### src/hw/rtl/rbs_pkg.sv
// Shared constants, types and register codes for the 2D ray/box slab test.
`timescale 1ns / 1ps

package rbs_pkg;

    // Coordinate format and field widths.
    localparam int COORD_WIDTH = 32;
    localparam int FRAC_BITS   = 16;
    localparam int LEN_WIDTH   = 31;

    // Width that holds both a signed coordinate and the unsigned length.
    localparam int CMP_WIDTH = ((COORD_WIDTH > LEN_WIDTH) ? COORD_WIDTH : LEN_WIDTH) + 1;

    // Divider depth: setup stage, one stage per quotient bit, result stage.
    localparam int DIV_LAT    = COORD_WIDTH + 2;
    // Whole pipeline: input stage, magnitude stage, divider, slab, merge, output.
    localparam int NUM_STAGES = DIV_LAT + 5;

    typedef logic signed [COORD_WIDTH-1:0] coord_t;

    localparam coord_t T_MAX = {1'b0, {(COORD_WIDTH-1){1'b1}}};
    localparam coord_t T_MIN = {1'b1, {(COORD_WIDTH-1){1'b0}}};

    // Configuration register indexes.
    typedef enum logic [1:0] {
        CFG_BOX_MIN_X = 2'd0,
        CFG_BOX_MIN_Y = 2'd1,
        CFG_BOX_MAX_X = 2'd2,
        CFG_BOX_MAX_Y = 2'd3
    } cfg_idx_t;

    typedef struct packed {
        coord_t min_x;
        coord_t min_y;
        coord_t max_x;
        coord_t max_y;
    } box_t;

    // Per-ray information that bypasses the dividers.
    typedef struct packed {
        logic                 zero_x;
        logic                 zero_y;
        logic                 in_x;
        logic                 in_y;
        logic [LEN_WIDTH-1:0] length_limit;
    } side_t;

endpackage

### src/hw/rtl/rbs_div.sv
// Pipelined fixed-point divider, one quotient bit per stage, saturating result.
`timescale 1ns / 1ps

module rbs_div import rbs_pkg::*;
(
    input  logic                   clk,
    input  logic                   en,
    input  logic [COORD_WIDTH-1:0] num,
    input  logic [COORD_WIDTH-1:0] den,
    input  logic                   neg,
    output coord_t                 quo
);

    localparam int W = COORD_WIDTH;
    localparam int F = FRAC_BITS;
    localparam logic [W-1:0] LIM = {1'b1, {(W-1){1'b0}}};

    logic [W-1:0] rem_reg [0:W];
    logic [W-1:0] nsh_reg [0:W-1];
    logic [W-1:0] q_reg   [0:W];
    logic [W-1:0] den_reg [0:W-1];
    logic         neg_reg [0:W];
    logic         sat_reg [0:W];
    coord_t       quo_reg;

    logic [W+F:0] num_ext;
    logic         sat_first;
    logic         sat_all;
    coord_t       quo_next;

    // Setup: the scaled numerator's bits above the quotient window either
    // overflow the result right away or form the starting remainder.
    assign num_ext   = (W+F+1)'(num) << F;
    assign sat_first = (W+F+1)'(num_ext[W+F:W]) >= (W+F+1)'(den);

    always_ff @(posedge clk)
    begin
        if (en)
        begin
            rem_reg[0] <= W'(num_ext[W+F:W]);
            nsh_reg[0] <= num_ext[W-1:0];
            q_reg[0]   <= '0;
            den_reg[0] <= den;
            neg_reg[0] <= neg;
            sat_reg[0] <= sat_first;
        end
    end

    // Restoring division steps.
    for (genvar k = 1; k <= W; k++)
    begin : g_step
        logic [W:0] trial;
        logic [W:0] diff;
        logic       take;

        assign trial = {rem_reg[k-1], nsh_reg[k-1][W-1]};
        assign diff  = trial - {1'b0, den_reg[k-1]};
        assign take  = trial >= {1'b0, den_reg[k-1]};

        always_ff @(posedge clk)
        begin
            if (en)
            begin
                rem_reg[k] <= take ? diff[W-1:0] : trial[W-1:0];
                q_reg[k]   <= {q_reg[k-1][W-2:0], take};
                neg_reg[k] <= neg_reg[k-1];
                sat_reg[k] <= sat_reg[k-1];
            end
        end

        // Numerator bits and divisor are needed only by the later steps.
        if (k < W)
        begin : g_pass
            always_ff @(posedge clk)
            begin
                if (en)
                begin
                    nsh_reg[k] <= {nsh_reg[k-1][W-2:0], 1'b0};
                    den_reg[k] <= den_reg[k-1];
                end
            end
        end
    end

    // Sign and saturation of the finished quotient.
    assign sat_all = sat_reg[W] || (q_reg[W] >= LIM);

    always_comb
    begin
        if (sat_all)
            quo_next = neg_reg[W] ? T_MIN : T_MAX;
        else if (neg_reg[W])
            quo_next = coord_t'(-q_reg[W]);
        else
            quo_next = coord_t'(q_reg[W]);
    end

    always_ff @(posedge clk)
    begin
        if (en)
            quo_reg <= quo_next;
    end

    assign quo = quo_reg;

endmodule

### config.mk
export PLATFORM = sky130hd
export DESIGN_NAME = rbs_div
export DESIGN_NICKNAME = d
export VERILOG_FILES = /design/src/hw/rtl/rbs_pkg.sv /design/src/hw/rtl/rbs_div.sv
export SDC_FILE = /design/constraint.sdc
export NUM_CORES = 2
export LEC_CHECK = 0
export BUFFER_PORTS_ARGS = -buffer_cell sky130_fd_sc_hd__buf_2
export CORE_UTILIZATION = 35
export CTS_CLUSTER_DIAMETER = 30
export DETAILED_ROUTE_END_ITERATION = 10
export SLEW_MARGIN = 20
export SYNTH_ARGS = -nofsm -noshare
export SYNTH_HDL_FRONTEND = slang
export SYNTH_MEMORY_MAX_BITS = 65536
export SYNTH_SLANG_ARGS = --single-unit
### constraint.sdc
create_clock -name clk -period 6.5 [get_ports clk]
set_input_delay 1.3 -clock clk [delete_from_list [all_inputs] [get_ports clk]]
set_output_delay 1.3 -clock clk [all_outputs]
set_load 0.02 [all_outputs]
After elaboration in Yosys (flattened, before gate mapping):

Memories as Yosys holds them, arrays and structs flattened.
Cells that the tools add are included.

* memory bits (writable): 4194
* memories: 6
* output and inout bits: 32
* flip-flop bits (word level): 32
* input bits: 67
* bits in read-only memories: 0
* bits in latches: 0
* logic and storage cells: 112

Memory list
* q_reg: words 33, width 32, rd ports 33, clocked after memory_dff 0, write ports 33, line rbs_div.sv:20 `logic [W-1:0] q_reg [0:W];`
* rem_reg: words 33, width 32, rd ports 32, clocked after memory_dff 0, write ports 33, line rbs_div.sv:18 `logic [W-1:0] rem_reg [0:W];`
* den_reg: words 32, width 32, rd ports 32, clocked after memory_dff 0, write ports 32, line rbs_div.sv:21 `logic [W-1:0] den_reg [0:W-1];`
* nsh_reg: words 32, width 31, rd ports 32, clocked after memory_dff 0, write ports 32, line rbs_div.sv:19 `logic [W-1:0] nsh_reg [0:W-1];`
* neg_reg: words 33, width 1, rd ports 33, clocked after memory_dff 0, write ports 33, line rbs_div.sv:22 `logic neg_reg [0:W];`
* sat_reg: words 33, width 1, rd ports 33, clocked after memory_dff 0, write ports 33, line rbs_div.sv:23 `logic sat_reg [0:W];`

* add/subtract/negate cells: 33
* multiply operators: 0
* reductions and logical operators: 1
* div/mod/pow operators: 0
* order comparisons: 34
* mux-type cells: 37
* eq/ne operators: 0
* shift operators: 0
* bitwise operators: 0

Operator list (number)
* $mux 32: 35
* $ge 33x32->1: 32
* $sub 32x32->32: 32
* $ge 16x32->1: 1
* $ge 32x32->1 const B: 1
* $neg 32->32: 1
* $mux 1: 2
* $logic_or 1x1->1: 1

Logic depth before layout (Yosys ltp):

An unclocked memory read counts as a cell.

* word-level depth: 4
* mapped depth: 15
* gate-level depth less buffers: 13

Worst setup path before layout:

Ideal clock, no wire load.

* path type: register -> register
* start point: memory den_reg[17][1] (netlist bit)
* end point: memory rem_reg[0][580] (netlist bit) (data pin)
* slack: 3.120 ns
* clock period less this slack: 3.380 ns
* buffers on the path: 1
* required time: 6.240 ns
* data arrival time: 3.120 ns
* stages on the path, launching flop included: 14
* cells stage by stage: edfxtp_1 > inv_1 > ha_1 > nor2b_1 > o31a_1 > o22ai_1 > o21ai_1 > a211o_1 > a31oi_2 > o31ai_1 > o221a_2 > nor3_4 > buf_4 > mux2_2

RTL lines (line)
* from (decl): rbs_div.sv:21
* to (decl): rbs_div.sv:18

==> results.tsv <==
stage	metric	value	unit
flow_run	max_cap viols	0	
pwr	sw power	33.73	mW
global_route	vias in the first global route	97789	
pwr	Logic pwr share	37.1	%
die	DIE WIDTH	658.7	um
logic_synthesis	main area contributors after synthesis	edfxtp_1, ha_1, mux2_2	
critical_path	crit end category	register	
placement	Final HPWL DP	266800	um
cts	Hold-fix buffers, CTS	0	
layout	Register Area	83900	um^2
layout	max reg flops	1024	
cts	clock root buffer	clkbuf_16	
critical_path	critical path type	reg -> reg	
logic_synthesis	mapped cell area	150900	um^2
cts	CTS sink cnt	2794	
placement	gpl congestion	0.9095	
die	area of the core	428200	um^2
die	die area	433800	um^2
detailed_routing	drt wl/cell	18.29	um
logic_synthesis	fraction of the yosys area taken by sequential cells	55.59	%
layout	Fillers	40019	
sta	Achievable Freq	209.1	MHz
sta	final period demand of the worst path	4.783	ns
cts	TritonCTS Buffers	626	
logic_synthesis	Post-synth top cells	edfxtp_1, inv_1, a21oi_1	
logic_synthesis	Synthesis Warnings	0	
critical_path	Reg-to-Reg Start	rem_reg[0][164]	
logic_synthesis	most common cell in the synthesized netlist	edfxtp_1	
critical_path	Setup crit start kind	register	
layout	area of the multi-input gates	60880	um^2
detailed_routing	antenna-violating nets left	0	
logic_synthesis	Netlist cell types	104	
logic_synthesis	Main synth FF type	edfxtp_1	
cts	Setup Fix Bufs, Post-CTS	0	
global_route	total global-route track usage	16.06	%
die	I/O Pins	99	
pwr	Seq pwr share	30.2	%
sta	measured slew at the worst slew-check pin	1.052	ns
logic_synthesis	Post-synth EDFFs	2794	
sta	total negative slack	0	ns
layout	Layout Nets	14538	
pwr	Clk pwr share	32.7	%
cts	clk buf depth	4	
critical_path	worst setup path startpoint	rem_reg[0][164]	
logic_synthesis	Avg Cell Area, Syn	11.65	um^2
placement	I/O Buffers	98	
critical_path	CP max FO	26	
sta	Final Hold Vio Count	0	
critical_path	worst reg-to-reg setup slack	1.72	ns
detailed_routing	drt pass-1 iters	8	
cts	cts repair resizes	0	
run_status	run status	complete, no violations	
detailed_routing	drt via density	5.058	
logic_synthesis	synthesized instance count	12955	
layout	Area Overhead vs Synth	19.16	%
sta	Clock Skew	0.06764	ns
logic_synthesis	post-synth top area share	55.59	%
detailed_routing	final WL	359100	um
critical_path	CP required	7.25	ns
cts	Worst-Skew Late Latency	1.05	ns
detailed_routing	residual DRC count	0	
detailed_routing	metal3 WL	15390	um
logic_synthesis	Synth area leader	edfxtp_1	
die	DIE HEIGHT	658.7	um
sta	final worst-path cycle share	73.58	%
detailed_routing	DRT met1 WL	156800	um
global_route	grt ovf	0	
hold_path	worst hold start	q_reg[0][550]	
logic_synthesis	fraction of registers with async set/reset	0	%
pwr	switching portion of total power	34.94	%
cts	TritonCTS clock tree	done	
global_route	initial antenna violation count	3	
hold_path	Hold Path Class	reg -> reg	
cts	Worst-path clk slew	0.05	ns
pwr	pwr dens	536.7	nW/um^2
detailed_routing	met2 wire len	172900	um
global_route	maximum number of pins on one net before global-route repair	180	
pwr	internal power	62.79	mW
die	initial core utilization	35.24	%
sta	Rel. slew slack	29.86	%
sta	final setup vio count	0	
die	row count	240	
sta	Slew Limit Fails	0	
detailed_routing	DR iter-0 viols	7229	
detailed_routing	Highest Signal Layer	met4	
sta	setup repair after global routing missed its margin	no	
critical_path	Crit path arrival time	5.53	ns
global_route	first-pass GRT wire length	555300	um
detailed_routing	via count	99325	
pwr	worst vdd ir	0.2677	mV
layout	Finished Core Util	42.00	%
layout	layout cells sized above 1	12.94	%
pwr	Pleak	72.51	nW
logic_synthesis	Synth Register Bits	2794	
cts	htree depth	6	
logic_synthesis	Syn Nets	14078	
-- power groups by stage --
stage	Combinational [mW]	Clock [mW]	Sequential, mW
floorplan	27.7	0	27.6
global placement	35.2	0	29.5
detailed placement	35.4	0	29.4
CTS	35.7	32.3	29.2
global route	39.8	33.1	29.5
finish	35.8	31.6	29.1
-- path summary, 6_finish.rpt --
| path | endpoint | cells after the start |
|---|---|---|
| worst min register to register | q_reg[0][583] | 0 |
| worst max-delay path | rem_reg[0][202] | 11 |
| worst max register to register | rem_reg[0][202] | 11 |
| worst min-delay path | q_reg[0][583] | 0 |
-- logic make-up after synthesis --
logic type | share of synthesized area, %
adder cells (fa/ha/maj) | 8.909
multiplexers | 3.979
AO/OA/AOI/OAI | 13.90
XOR/XNOR | 4.735
buffers and inverters | 4.235
flip-flops | 55.59
AND/OR/NAND/NOR | 8.654
-- critical path: stages, from the launching register on --
cell and delay [ns]:
edfxtp_1 0.41, ha_1 0.44, a21oi_1 0.15, o2bb2ai_1 0.16
a311o_1 0.41, a2111oi_0 0.64, a311oi_1 0.21, o31ai_1 0.30
o21ai_1 0.20, a21oi_4 0.82, buf_4 0.38, mux2_2 0.37
-- final cells by class --
class / instances / share of cell area, %
flip-flops and latches: 2794 / 46.65
multi-input cells: 8499 / 33.85
clock buffers: 690 / 8.951
well taps: 5687 / 3.957
clock inverters: 469 / 3.075
inverters: 1317 / 2.749
repair buffers: 177 / 0.7570
diodes: 5 / 0.006957
-- cells in the final DEF (no fill, tap or decap), types with 144 or more instances in the layout --
cell type	Yosys	layout
ha_1	1025	1025
mux2_2	476	476
xnor2_1	503	503
a21oi_1	1058	1055
clkbuf_16	0	635
nand4_1	187	187
o21ai_0	748	748
a21o_1	548	547
edfxtp_1	2794	2794
nand3_1	223	223
nor3_1	164	164
nor2_1	742	741
xor2_1	313	313
inv_1	1316	1316
nor2b_1	144	144
nand2_1	795	795
-- metal layers --
metal	GRT usage [%]	vias up
met4	6.459	0
met3	2.375	740
met5	0	-
li1	-	48907
met1	20.31	47357
met2	27.52	2321
-- through the flow --
step / cells / hold WS, ns / total power, mW / worst slack (ns) / instance area [um^2]
floorplan: 12955 / 0.4003 / 55.33 / 3.120 / 150900
global placement: 18474 / 0.4001 / 64.67 / 2.016 / 158200
detailed placement: 18474 / 0.4045 / 64.82 / 1.784 / 158200
CTS: 19633 / 0.3407 / 97.18 / 1.708 / 179800
global route: 19635 / 0.3647 / 102.4 / 1.477 / 179800
finish: 19638 / 0.3699 / 96.52 / 1.717 / 179800
Power figures use the tool's default switching activity.
