File: config.mk
export PLATFORM = sky130hd
export DESIGN_NAME = rbs_cfg_flat
export DESIGN_NICKNAME = d
export VERILOG_FILES = /design/src/hw/rtl/rbs_pkg.sv /design/src/hw/rtl/rbs_cfg_if.sv /design/src/hw/rtl/rbs_cfg.sv /design/src/flat_wrapper.sv
export SDC_FILE = /design/constraint.sdc
export NUM_CORES = 1
export LEC_CHECK = 0
export ABC_AREA = 1
export BUFFER_PORTS_ARGS = -buffer_cell sky130_fd_sc_hd__buf_2
export CAP_MARGIN = 10
export CORE_ASPECT_RATIO = 0.7
export CORE_MARGIN = 5
export CORE_UTILIZATION = 55
export DETAILED_ROUTE_END_ITERATION = 10
export HOLD_SLACK_MARGIN = 0.02
export PLACE_DENSITY = 0.91
export SKIP_CTS_REPAIR_TIMING = 1
export SLEW_MARGIN = 40
export SYNTH_ARGS = -nofsm -noshare
export SYNTH_HDL_FRONTEND = slang
export SYNTH_SLANG_ARGS = --single-unit
File: constraint.sdc
create_clock -name clk -period 1.75 [get_ports clk]
set_input_delay 0 -clock clk [delete_from_list [all_inputs] [get_ports clk]]
set_output_delay 0 -clock clk [all_outputs]
set_load 0.05 [all_outputs]
File: src/hw/rtl/rbs_pkg.sv
// Shared constants, types and register codes for the 2D ray/box slab test.
`timescale 1ns / 1ps

package rbs_pkg;

    // Coordinate format and field widths.
    localparam int COORD_WIDTH = 32;
    localparam int FRAC_BITS   = 16;
    localparam int LEN_WIDTH   = 31;

    // Width that holds both a signed coordinate and the unsigned length.
    localparam int CMP_WIDTH = ((COORD_WIDTH > LEN_WIDTH) ? COORD_WIDTH : LEN_WIDTH) + 1;

    // Divider depth: setup stage, one stage per quotient bit, result stage.
    localparam int DIV_LAT    = COORD_WIDTH + 2;
    // Whole pipeline: input stage, magnitude stage, divider, slab, merge, output.
    localparam int NUM_STAGES = DIV_LAT + 5;

    typedef logic signed [COORD_WIDTH-1:0] coord_t;

    localparam coord_t T_MAX = {1'b0, {(COORD_WIDTH-1){1'b1}}};
    localparam coord_t T_MIN = {1'b1, {(COORD_WIDTH-1){1'b0}}};

    // Configuration register indexes.
    typedef enum logic [1:0] {
        CFG_BOX_MIN_X = 2'd0,
        CFG_BOX_MIN_Y = 2'd1,
        CFG_BOX_MAX_X = 2'd2,
        CFG_BOX_MAX_Y = 2'd3
    } cfg_idx_t;

    typedef struct packed {
        coord_t min_x;
        coord_t min_y;
        coord_t max_x;
        coord_t max_y;
    } box_t;

    // Per-ray information that bypasses the dividers.
    typedef struct packed {
        logic                 zero_x;
        logic                 zero_y;
        logic                 in_x;
        logic                 in_y;
        logic [LEN_WIDTH-1:0] length_limit;
    } side_t;

endpackage

File: src/hw/rtl/rbs_cfg_if.sv
// Configuration write channel of the ray/box slab test.
`timescale 1ns / 1ps

interface rbs_cfg_if import rbs_pkg::*; ();
    logic     valid;
    logic     ready;
    cfg_idx_t index;
    coord_t   data;

    modport source (output valid, output index, output data, input ready);
    modport sink   (input valid, input index, input data, output ready);
endinterface

File: src/hw/rtl/rbs_cfg.sv
// Box bound registers written through the configuration channel.
`timescale 1ns / 1ps

module rbs_cfg import rbs_pkg::*;
(
    input  logic      clk,
    input  logic      rst_n,
    rbs_cfg_if.sink   cfg,
    output box_t      box
);

    box_t box_reg;

    // Writes are always taken.
    assign cfg.ready = 1'b1;

    // Register write decode.
    always_ff @(posedge clk or negedge rst_n)
    begin
        if (!rst_n)
        begin
            box_reg <= '0;
        end
        else if (cfg.valid)
        begin
            unique case (cfg.index)
                CFG_BOX_MIN_X: box_reg.min_x <= cfg.data;
                CFG_BOX_MIN_Y: box_reg.min_y <= cfg.data;
                CFG_BOX_MAX_X: box_reg.max_x <= cfg.data;
                CFG_BOX_MAX_Y: box_reg.max_y <= cfg.data;
                default:       box_reg       <= box_reg;
            endcase
        end
    end

    assign box = box_reg;

endmodule

File: src/flat_wrapper.sv
// flat-port wrapper written by rule: the top's interface ports become plain ports
module rbs_cfg_flat import rbs_pkg::*;
  (clk, rst_n, box, cfg_valid, cfg_index, cfg_data, cfg_ready);
  rbs_cfg_if cfg_i ();
  input  logic clk;
  input  logic rst_n;
  output box_t box;
  input wire logic [$bits(cfg_i.valid)-1:0] cfg_valid;
  input wire logic [$bits(cfg_i.index)-1:0] cfg_index;
  input wire logic [$bits(cfg_i.data)-1:0] cfg_data;
  output wire logic [$bits(cfg_i.ready)-1:0] cfg_ready;
  assign cfg_i.valid = cfg_valid;
  assign cfg_i.index = cfg_index;
  assign cfg_i.data = cfg_data;
  assign cfg_ready = cfg_i.ready;
  rbs_cfg u_core (.clk(clk), .rst_n(rst_n), .cfg(cfg_i), .box(box));
endmodule
Word-level counts from Yosys, hierarchy flattened
Index checks and enable logic that the tools add are counted.
{"block": "word_totals", "register_bits": 128, "inputBits": 37, "elab_cells": 12, "out_inout_bits": 129}
{"block": "classes", "n_eq_ne": 3, "reduce_logical": 5}
{"operator": "$reduce_and A2 Y1", "count": 4}
{"operator": "$eq A2 B2 Y1 const B", "count": 2}
{"operator": "$eq A2 B1 Y1 const B", "count": 1}
{"operator": "$logic_not A2 Y1", "count": 1}

Logic depth before layout (Yosys ltp)
Gate-level depths: netlist of the first run.
{"block": "depth", "ltp_word": 2, "ltp_mapped": 5, "mapped_depth_nobuf": 4}

Least setup slack after synthesis of the first run
OpenSTA, ideal clock, no wires.
{"block": "synth_timing", "path_kind": "reg2reg", "startpoint": "register, netlist name u_core.box[0]", "endpoint": "register u_core.box_reg, in the netlist u_core.box[0]", "required_ns": 1.632, "setup_ns": 0.118, "arrival_time_ns": 0.718, "n_path_buf": 0, "path_slack_ns": 0.914, "stages_incl_launch_ff": 3, "cell_sequence": "dfrtp_1 nand2_1 nand2_1"}
{"item": "end signal: assignment", "line_no": "rbs_cfg.sv:31", "source": "default: box_reg <= box_reg;"}
{"item": "end: declaration", "line_no": "rbs_cfg.sv:12", "source": "box_t box_reg;"}

==> impl_results.md, run 1 <==
- Area grow syn2layout: 34.8%
- Vias: 5125
- Crit Path Max Fanout: 4
- Final Max Tran Viols: 0
- Routed wire length: approximately 16 mm
- Setup TNS: 0 ns
- Num CTS Buffers: 17
- Grt ovf: 0
- Fmax: 929 MHz
- Main synth FF type: dfrtp_1
- Status: finished clean
- Number of max-cap violations: 0
- Max Root-Sink Buffers: 2
- Tcrit/Tclk final: about 62%
- Synth Area per Inst: 9.11 um2
- Final hold viol count: 0
- Asr flop ratio synth: 100%
- RSZ-0062 raised after global routing: false
- FF+latch count, synth: about 130
- Yosys warning count: 0
- Worst vdd ir: between 0.0009 and 0.001 V
- Vias in the first global route: about 4.8k
- HPWL after DPL: around 10 mm
- Crit. End Element: flop
- Routability cong.: 0.864
- Synthesized cell area: 0.00520 mm2
- Clock sink count: 128
- Max_slew headroom: a little over half
- DRT Pass-1 Iters: 8
- Final Skew: 0 ns
- Mapped Nets: 608
- Routed WL per cell: 18.1 um
- List of most frequent post-synthesis cells: 257 x nand2_1, 128 x dfrtp_1, 96 x nand4_1
- Final setup viols: 0
- Yosys top cell area share: 61.6%
- Clk pin slew, worst setup/hold paths: around 0.060 ns
- DP Cell Count: 821
- Crit path launch type: input pin
- Top-count cell post-synth: nand2_1
- Core area: ~0.0091 mm2
- TritonCTS clock tree: yes
- Starting Density: 56.9%
- R2r setup slk: 1.08 ns
- Power Density: 1490 mW/mm2
- H-tree level count: 4
- Clk root buf: clkbuf_16
- Largest area contributor in the netlist: dfrtp_1
- Layout Nets: ~800
- Antenna violations before repair: 0
- Worst slew pin tran: 0.696 ns
- DIE AREA: between 0.01 and 0.015 mm2
- Max reg flops: 128
- Top Ports: 166
- Chip height: roughly 90 um
- Share of post-route cells with drive strength above 1: 27.4%
- EDFF count, synth: 0
- Number of diodes: 0
- Worst Hold Class: input pin to flop
- Sequential fraction of the synthesis area: between 60% and 70%
- Routed vias/inst: 5.78
- WP data required: a little over 2 ns
- Cell Count, Final, Fillers Out: just under 900
- First-pass GRT wire length: roughly 25 mm
- I/O Buffers: 164
- Largest net degree at the start of global routing: 65
- Cells after Synth: about 570
- Synth area leaders: dfrtp_1 62%, nand2_1 19%, nand4_1 12%, nand3_1 3.4%, buf_2 3.3%
- Yosys cell types: 12
- Global-route usage over all layers: a little over a quarter
- Final worst path period need: 1.08 ns
- Post-route DRC violation count: 0
- CP Data Arrival Time: 1.36 ns
- Later-pin clock latency in the skew report: 0.40 ns
- Crit path kind: input pin to flop
- Initial DRC count: 613
- Row count: 29
- Antenna Nets Post-Route: 0
- Chip Width: 126 um
- Leakage power: 3.91 nW
[kinds of logic (layout without fill, tap and decap cells)]
kind of cell	Yosys count	count (layout)	synth area share (%)
other	1	1	0.0721
buffers and inverters	53	245	4.74
flip-flops	128	128	61.6
AND/OR/NAND/NOR	389	389	33.6
[stage by stage]
step	instance area [um2]	util (%)	power [mW]	hold WS, ns	worst slack (ns)
global placement	6060	66.3	6.74	0.0160	0.608
floorplan	5200	-	5.93	-0.296	0.914
CTS	6670	73.0	10.4	-0.399	0.657
global route	7010	76.7	10.8	0.0233	0.637
detailed placement	6060	66.3	6.80	0.0249	0.577
finish	7010	76.7	10.4	0.0131	0.673
[report_power, final]
group / switching (mW) / internal [mW]
Clock: 1.31 / 2.28
Sequential: 0.303 / 3.43
Combinational: 2.48 / 0.629
Total: 4.09 / 6.34
[per-layer routing]
metal | vias to the layer above | track usage, % | routed length [um]
met1 | 2494 | 38.8 | 6580
li1 | 2267 | - | -
met5 | - | 0 | 0
met2 | 339 | 39.6 | 7450
met4 | 0 | 8.30 | 184
met3 | 25 | 7.10 | 1880
[placed cells by master (no fill, tap or decap)]
cell and n:
buf_12 2, buf_2 162, buf_4 13, bufinv_16 3
clkbuf_1 1, clkbuf_16 17, clkbuf_8 1, clkinv_2 3
clkinv_4 5, clkinvlp_4 2, conb_1 1, dfrtp_1 128
dlygate4sd3_1 34, inv_1 2, nand2_1 257, nand3_1 35
nand4_1 96, nor2_2 1
[area by class of cell]
class                      instances  area (um2)
clock buffer                      19         443
clock inverter                    13         164
sequential                       128        3200
tap                              124         155
fill                             630        2130
multi-input combinational        390        1750
inverter                           2        7.51
timing repair buffer             211        1290
[worst max-delay path, cell delays in order]
cell	delay, ns
dlygate4sd3_1	0.53
buf_2	0.15
nand3_1	0.07
dlygate4sd3_1	0.55
nand2_1	0.06
[final timing paths]
path / endpoint / start / cells after the start
max: u_core.box[99] / cfg_data[3] / 5
min: u_core.box[98] / cfg_valid / 3
max reg2reg: u_core.box[3] / u_core.box[3] / 2
min reg2reg: u_core.box[55] / u_core.box[55] / 2
max in group asynchronous: u_core.box[6] / rst_n / 3
min in group asynchronous: u_core.box[1] / rst_n / 2
Power figures use the tool's default switching activity.
==> run 2, diff against run 1 <==
Settings changed: CORE_UTILIZATION 55 to 51, PLACE_DENSITY 0.91 to 0.86.
Clock period 1.75 ns to 1.1 ns, I/O delays scaled along.
==> impl_results.md, run 2 (same netlist as run 1, synthesis figures left out) <==
- Final Skew: 0 ns (unchanged)
- Storage element area: 0.00320 mm2 (unchanged)
- Status: finished clean
- TritonCTS clock tree: yes
- Routed wire length: 16.1 mm (+0.27%)
- Layout Nets: 799 (+1.5%)
- Crit path cell chain: buf_2
- Chip height: 94.5 um (+3.4%)
- Final WS setup: 0.0347 ns (-0.639 ns)
- Crit Path Max Fanout: 2 (-2)
- Pre-CTS setup slack: 0.158 ns (-0.419 ns)
- Commonest non-fill, non-tap cell in the layout: nand2_1
- Final Max Tran Viols: 0 (unchanged)
- Max Root-Sink Buffers: 2 (unchanged)
- Antenna Nets Post-Route: 0 (unchanged)
- Routed vias/inst: 5.68 (-1.7%)
- Clk root buf: clkbuf_16
- Crit path max-delay family: flip-flops
- Antenna violations before repair: 0 (unchanged)
- Final worst path period need: between 1 and 1.5 ns
- Vias: 5129 (+0.078%)
- Fmax: roughly 940 MHz
- Post-route DRC violation count: 0 (unchanged)
- Area taken by multi-input logic gates: 0.00175 mm2 (unchanged)
- Fill count: 723 (+15%)
- Area grow syn2layout: 36.7%
- Top Ports: 166 (unchanged)
- Later-pin clock latency in the skew report: 0.40 ns (about the same)
- HPWL after DPL: 10.6 mm (+7.9%)
- DRT Pass-1 Iters: 5 (-3)
- Largest net degree at the start of global routing: 73 (+12%)
- Routability cong.: 0.872 (+0.94%)
- Largest stage delay, worst path: 0.38 ns (-0.17 ns)
- Crit path max-delay cell type: dfrtp_1
- Setup TNS: 0 ns (unchanged)
- Final hold viol count: 0 (unchanged)
- Cell Count, Final, Fillers Out: 903 (+1.8%)
- Worst vdd ir: 0.00127 V (+27%)
- DIE AREA: 0.0123 mm2 (+7.1%)
- CP bufs+invs: 1 (-2)
- Num CTS Buffers: 17 (unchanged)
- I/O Buffers: 164 (unchanged)
- H-tree level count: 4 (unchanged)
- Clock sink count: 128 (unchanged)
- Chip Width: 131 um (+3.5%)
- Final setup viols: 0 (unchanged)
- Crit. End Element: output pin
- Tcrit/Tclk final: between 90% and 100%
- Total power: 16.2 mW (+55%)
- Number of diodes: 0 (unchanged)
- Clk pin slew, worst setup/hold paths: 0.06 ns (about the same)
- Grt ovf: 0 (unchanged)
- Share of post-route cells with drive strength above 1: 28.5% (+1.1 points)
- WP data required: 1.10 ns (-0.94 ns)
- Global-route usage over all layers: 25.5% (-1.2 points)
- Power Density: 2280 mW/mm2 (+53%)
- Crit path kind: flop to output pin
- Starting Density: 52.9% (-4.0 points)
- Vias in the first global route: 4716 (-1.4%)
- DP Cell Count: 836 (+1.8%)
- Core area: 0.00983 mm2 (+7.6%)
- Row count: 30 (+3.4%)
- Initial DRC count: 512 (-16%)
- Commonest non-fill, non-tap cells in the layout: 257 x nand2_1, 161 x buf_2, 128 x dfrtp_1
- Routed WL per cell: 17.9 um (-1.5%)
- Number of max-cap violations: 0 (unchanged)
- Worst Hold Class: input pin to flop
- Crit path launch type: flop
- First-pass GRT wire length: 24.5 mm (-1.5%)
- CP Data Arrival Time: 1.07 ns (-0.29 ns)
- Max reg flops: 128 (unchanged)
- Leakage power: 3.94 nW (+0.89%)
## run 2: cell types whose count changed in the layout (fill, tap and decap cells not counted), sizes merged
cell / delta
clkbuf: -1
dlygate4sd3: +1
bufinv: -2
clkinv: -4
clkinvlp: +5
buf: +10
inv: +3
## run 2: where the power goes
| group | leakage [nW] | total, mW | switching, mW | internal (mW) |
|---|---|---|---|---|
| Combinational | 2.09 | 4.99 | 3.94 | 1.05 |
| Clock | 0.256 | 5.29 | 2.17 | 3.13 |
| Sequential | 1.60 | 5.92 | 0.456 | 5.46 |
## run 2: metal layers
layer	vias to the layer above	GRT usage [%]	wire length, um
met1	2451	35.8	6410
li1	2308	-	-
met5	-	0	0
met2	336	39.7	7750
met4	0	6.51	221
met3	34	6.95	1760
## run 2: metrics by stage
step           hold slack, ns  instance area [um2]  util, %
3_5_place_dp           0.0372                 6190     62.9
5_1_grt                0.0982                 7110     72.3
3_3_place_gp           0.0314                 6190     62.9
2_1_floorplan          -0.296                 5200        -
4_1_cts                -0.395                 6750     68.7
6_report               0.0779                 7110     72.3
## run 2: area by class of cell
type | instances | area share, %
clock buffer | 17 | 5.99
sequential | 128 | 45.1
multi-input combinational | 390 | 24.6
clock inverter | 15 | 1.95
tap | 128 | 2.25
timing repair buffer | 223 | 20.0
inverter | 2 | 0.106
## run 2: path summary, 6_finish.rpt
check / start / to / slack (ns) / cells past startpoint
min in group asynchronous: rst_n / u_core.box[33] / 0.14 / 3
worst max-delay path: u_core.box[115] / box[115] / 0.03 / 1
worst max register to register: u_core.box[110] / u_core.box[110] / 0.43 / 2
worst min-delay path: cfg_index[1] / u_core.box[4] / 0.08 / 4
max in group asynchronous: rst_n / u_core.box[13] / 0.61 / 3
worst min register to register: u_core.box[87] / u_core.box[87] / 0.46 / 2
==> run 3, diff against run 2 <==
Settings changed: CORE_UTILIZATION 51 to 43, PLACE_DENSITY 0.86 to 0.75.
==> impl_results.md, run 3 (same netlist as run 1, synthesis figures left out) <==
- Starting Density: 44.2% (-8.7 points)
- Area grow syn2layout: 38.4%
- Vias in the first global route: 4830 (+2.4%)
- Crit Path Max Fanout: 4 (+2)
- Crit. End Element: flop
- Crit path launch type: input pin
- DIE AREA: 0.0144 mm2 (+17%)
- Final Max Tran Viols: 0 (unchanged)
- Routed wire length: 16.5 mm (+2.1%)
- Leakage power: 3.96 nW (+0.53%)
- Global-route usage over all layers: 22.9% (-2.6 points)
- Placed inst area: 0.00624 mm2 (+0.83%)
- Final hold slack: 0.0376 ns (-0.0402 ns)
- Commonest non-fill, non-tap cell in the layout: nand2_1
- Final hold viol count: 0 (unchanged)
- Final setup viols: 0 (unchanged)
- Initial DRC count: 349 (-32%)
- Routed WL per cell: 17.7 um (-1.0%)
- Core area: 0.0118 mm2 (+20%)
- Crit path max-delay cell type: dlygate4sd3_1
- Crit path max-delay family: buffers and inverters
- Grt ovf: 0 (unchanged)
- Routed vias/inst: 5.41 (-4.8%)
- Worst vdd ir: 0.00139 V (+9.5%)
- Status: finished clean
- Setup TNS: 0 ns (unchanged)
- Crit path depth: 5 (+4)
- Clock sink count: 128 (unchanged)
- Crit path kind: input pin to flop
- Max reg flops: 128 (unchanged)
- Share of post-route cells with drive strength above 1: 28.0% (-0.48 points)
- Later-pin clock latency in the skew report: 0.41 ns (about the same)
- Most common cell on crit path: dlygate4sd3_1
- CP Data Arrival Time: 1.39 ns (+0.32 ns)
- DRT Pass-1 Iters: 5 (unchanged)
- Design area: 0.00720 mm2 (+1.2%)
- HPWL after DPL: 10.8 mm (+1.6%)
- Fmax: 916 MHz (-2.4%)
- Vias: 5040 (-1.7%)
- CP startpoint: cfg_data[1]
- R2r setup slk: 0.44 ns (about the same)
- Largest stage delay, worst path: 0.56 ns (+0.18 ns)
- Tcrit/Tclk final: 99.3% (+2.4 points)
- Clk pin slew, worst setup/hold paths: 0.06 ns (about the same)
- Num CTS Buffers: 17 (unchanged)
- Clk root buf: clkbuf_16
- Post-route DRC violation count: 0 (unchanged)
- WP data required: 1.40 ns (+0.30 ns)
- Commonest non-fill, non-tap cells in the layout: 257 x nand2_1, 159 x buf_2, 128 x dfrtp_1
- Max Root-Sink Buffers: 2 (unchanged)
- Antenna Nets Post-Route: 0 (unchanged)
- R2r startpoint: u_core.box[80]
- Crit path cell chain: dlygate4sd3_1 > buf_2 > nand4_1 > dlygate4sd3_1 > nand2_1
- Largest net degree at the start of global routing: 60 (-18%)
- I/O Buffers: 164 (unchanged)
- Chip height: 102 um (+8.0%)
- First-pass GRT wire length: 25.9 mm (+5.6%)
- Row count: 33 (+10%)
- CP endpoint: u_core.box[65]
- Cells on worst reg2reg path: 2 (unchanged)
- Final worst path period need: 1.09 ns (+0.0266 ns)
- Top Ports: 166 (unchanged)
- Total power: 16.4 mW (+1.4%)
- Chip Width: 141 um (+8.2%)
- Final Skew: 0 ns (unchanged)
- Layout Nets: 798 (-0.13%)
- CP bufs+invs: 3 (+2)
- TritonCTS clock tree: yes
- Antenna violations before repair: 1 (+1)
- Worst Hold Class: input pin to async pin
- H-tree level count: 4 (unchanged)
- Number of max-cap violations: 0 (unchanged)
- Power Density: 2280 mW/mm2 (+0.13%)
- Routability cong.: 0.853 (-2.2%)
- Worst reg2reg endpoint: u_core.box[80]
==> run 3: area by class of cell <==
cell class | instances | area, um2
clock inverter | 10 | 110
multi-input combinational | 390 | 1760
fill | 983 | 4570
inverter | 2 | 7.51
sequential | 128 | 3200
clock buffer | 22 | 474
tap | 157 | 196
timing repair buffer | 222 | 1450
antenna | 1 | 2.50
==> run 3: worst min path at each step <==
stage | slack [ns] | to | startpoint
after floorplan | -0.30 | u_core.box[0] | rst_n
after global placement | -0.08 | u_core.box[98] | rst_n
after detailed placement | -0.08 | u_core.box[29] | rst_n
after CTS | -0.52 | u_core.box[29] | rst_n
after global routing | 0.06 | u_core.box[28] | rst_n
final | 0.04 | u_core.box[29] | rst_n
==> run 3: through the flow <==
stage	utilization [%]	instances	setup WS, ns
after floorplan	-	571	0.264
after global placement	53.0	863	0.193
after detailed placement	53.0	863	0.151
after CTS	58.0	895	-0.00573
after global routing	61.1	931	-0.0281
final	61.1	932	0.00813
==> run 3: layer usage <==
layer  part of all wire, %  vias to the layer above  track usage, %
li1                      -                     2297               -
met1                    44                     2494            31.9
met2                    45                      227            34.6
met3                   9.8                       20            7.02
met4                   1.2                        2            7.82
met5                 0.079                        -               0
==> run 3: report_power, final <==
part           total, mW  switching [mW]  internal, mW
logic               4.98            3.93          1.06
registers           5.93           0.463          5.47
clock network       5.51            2.02          3.50
total               16.4            6.41          10.0
==> run 3: worst reg2reg max path: stages (launching register included) <==
cell	delay, ns
dfrtp_1	0.39
nand2_1	0.09
nand2_1	0.06
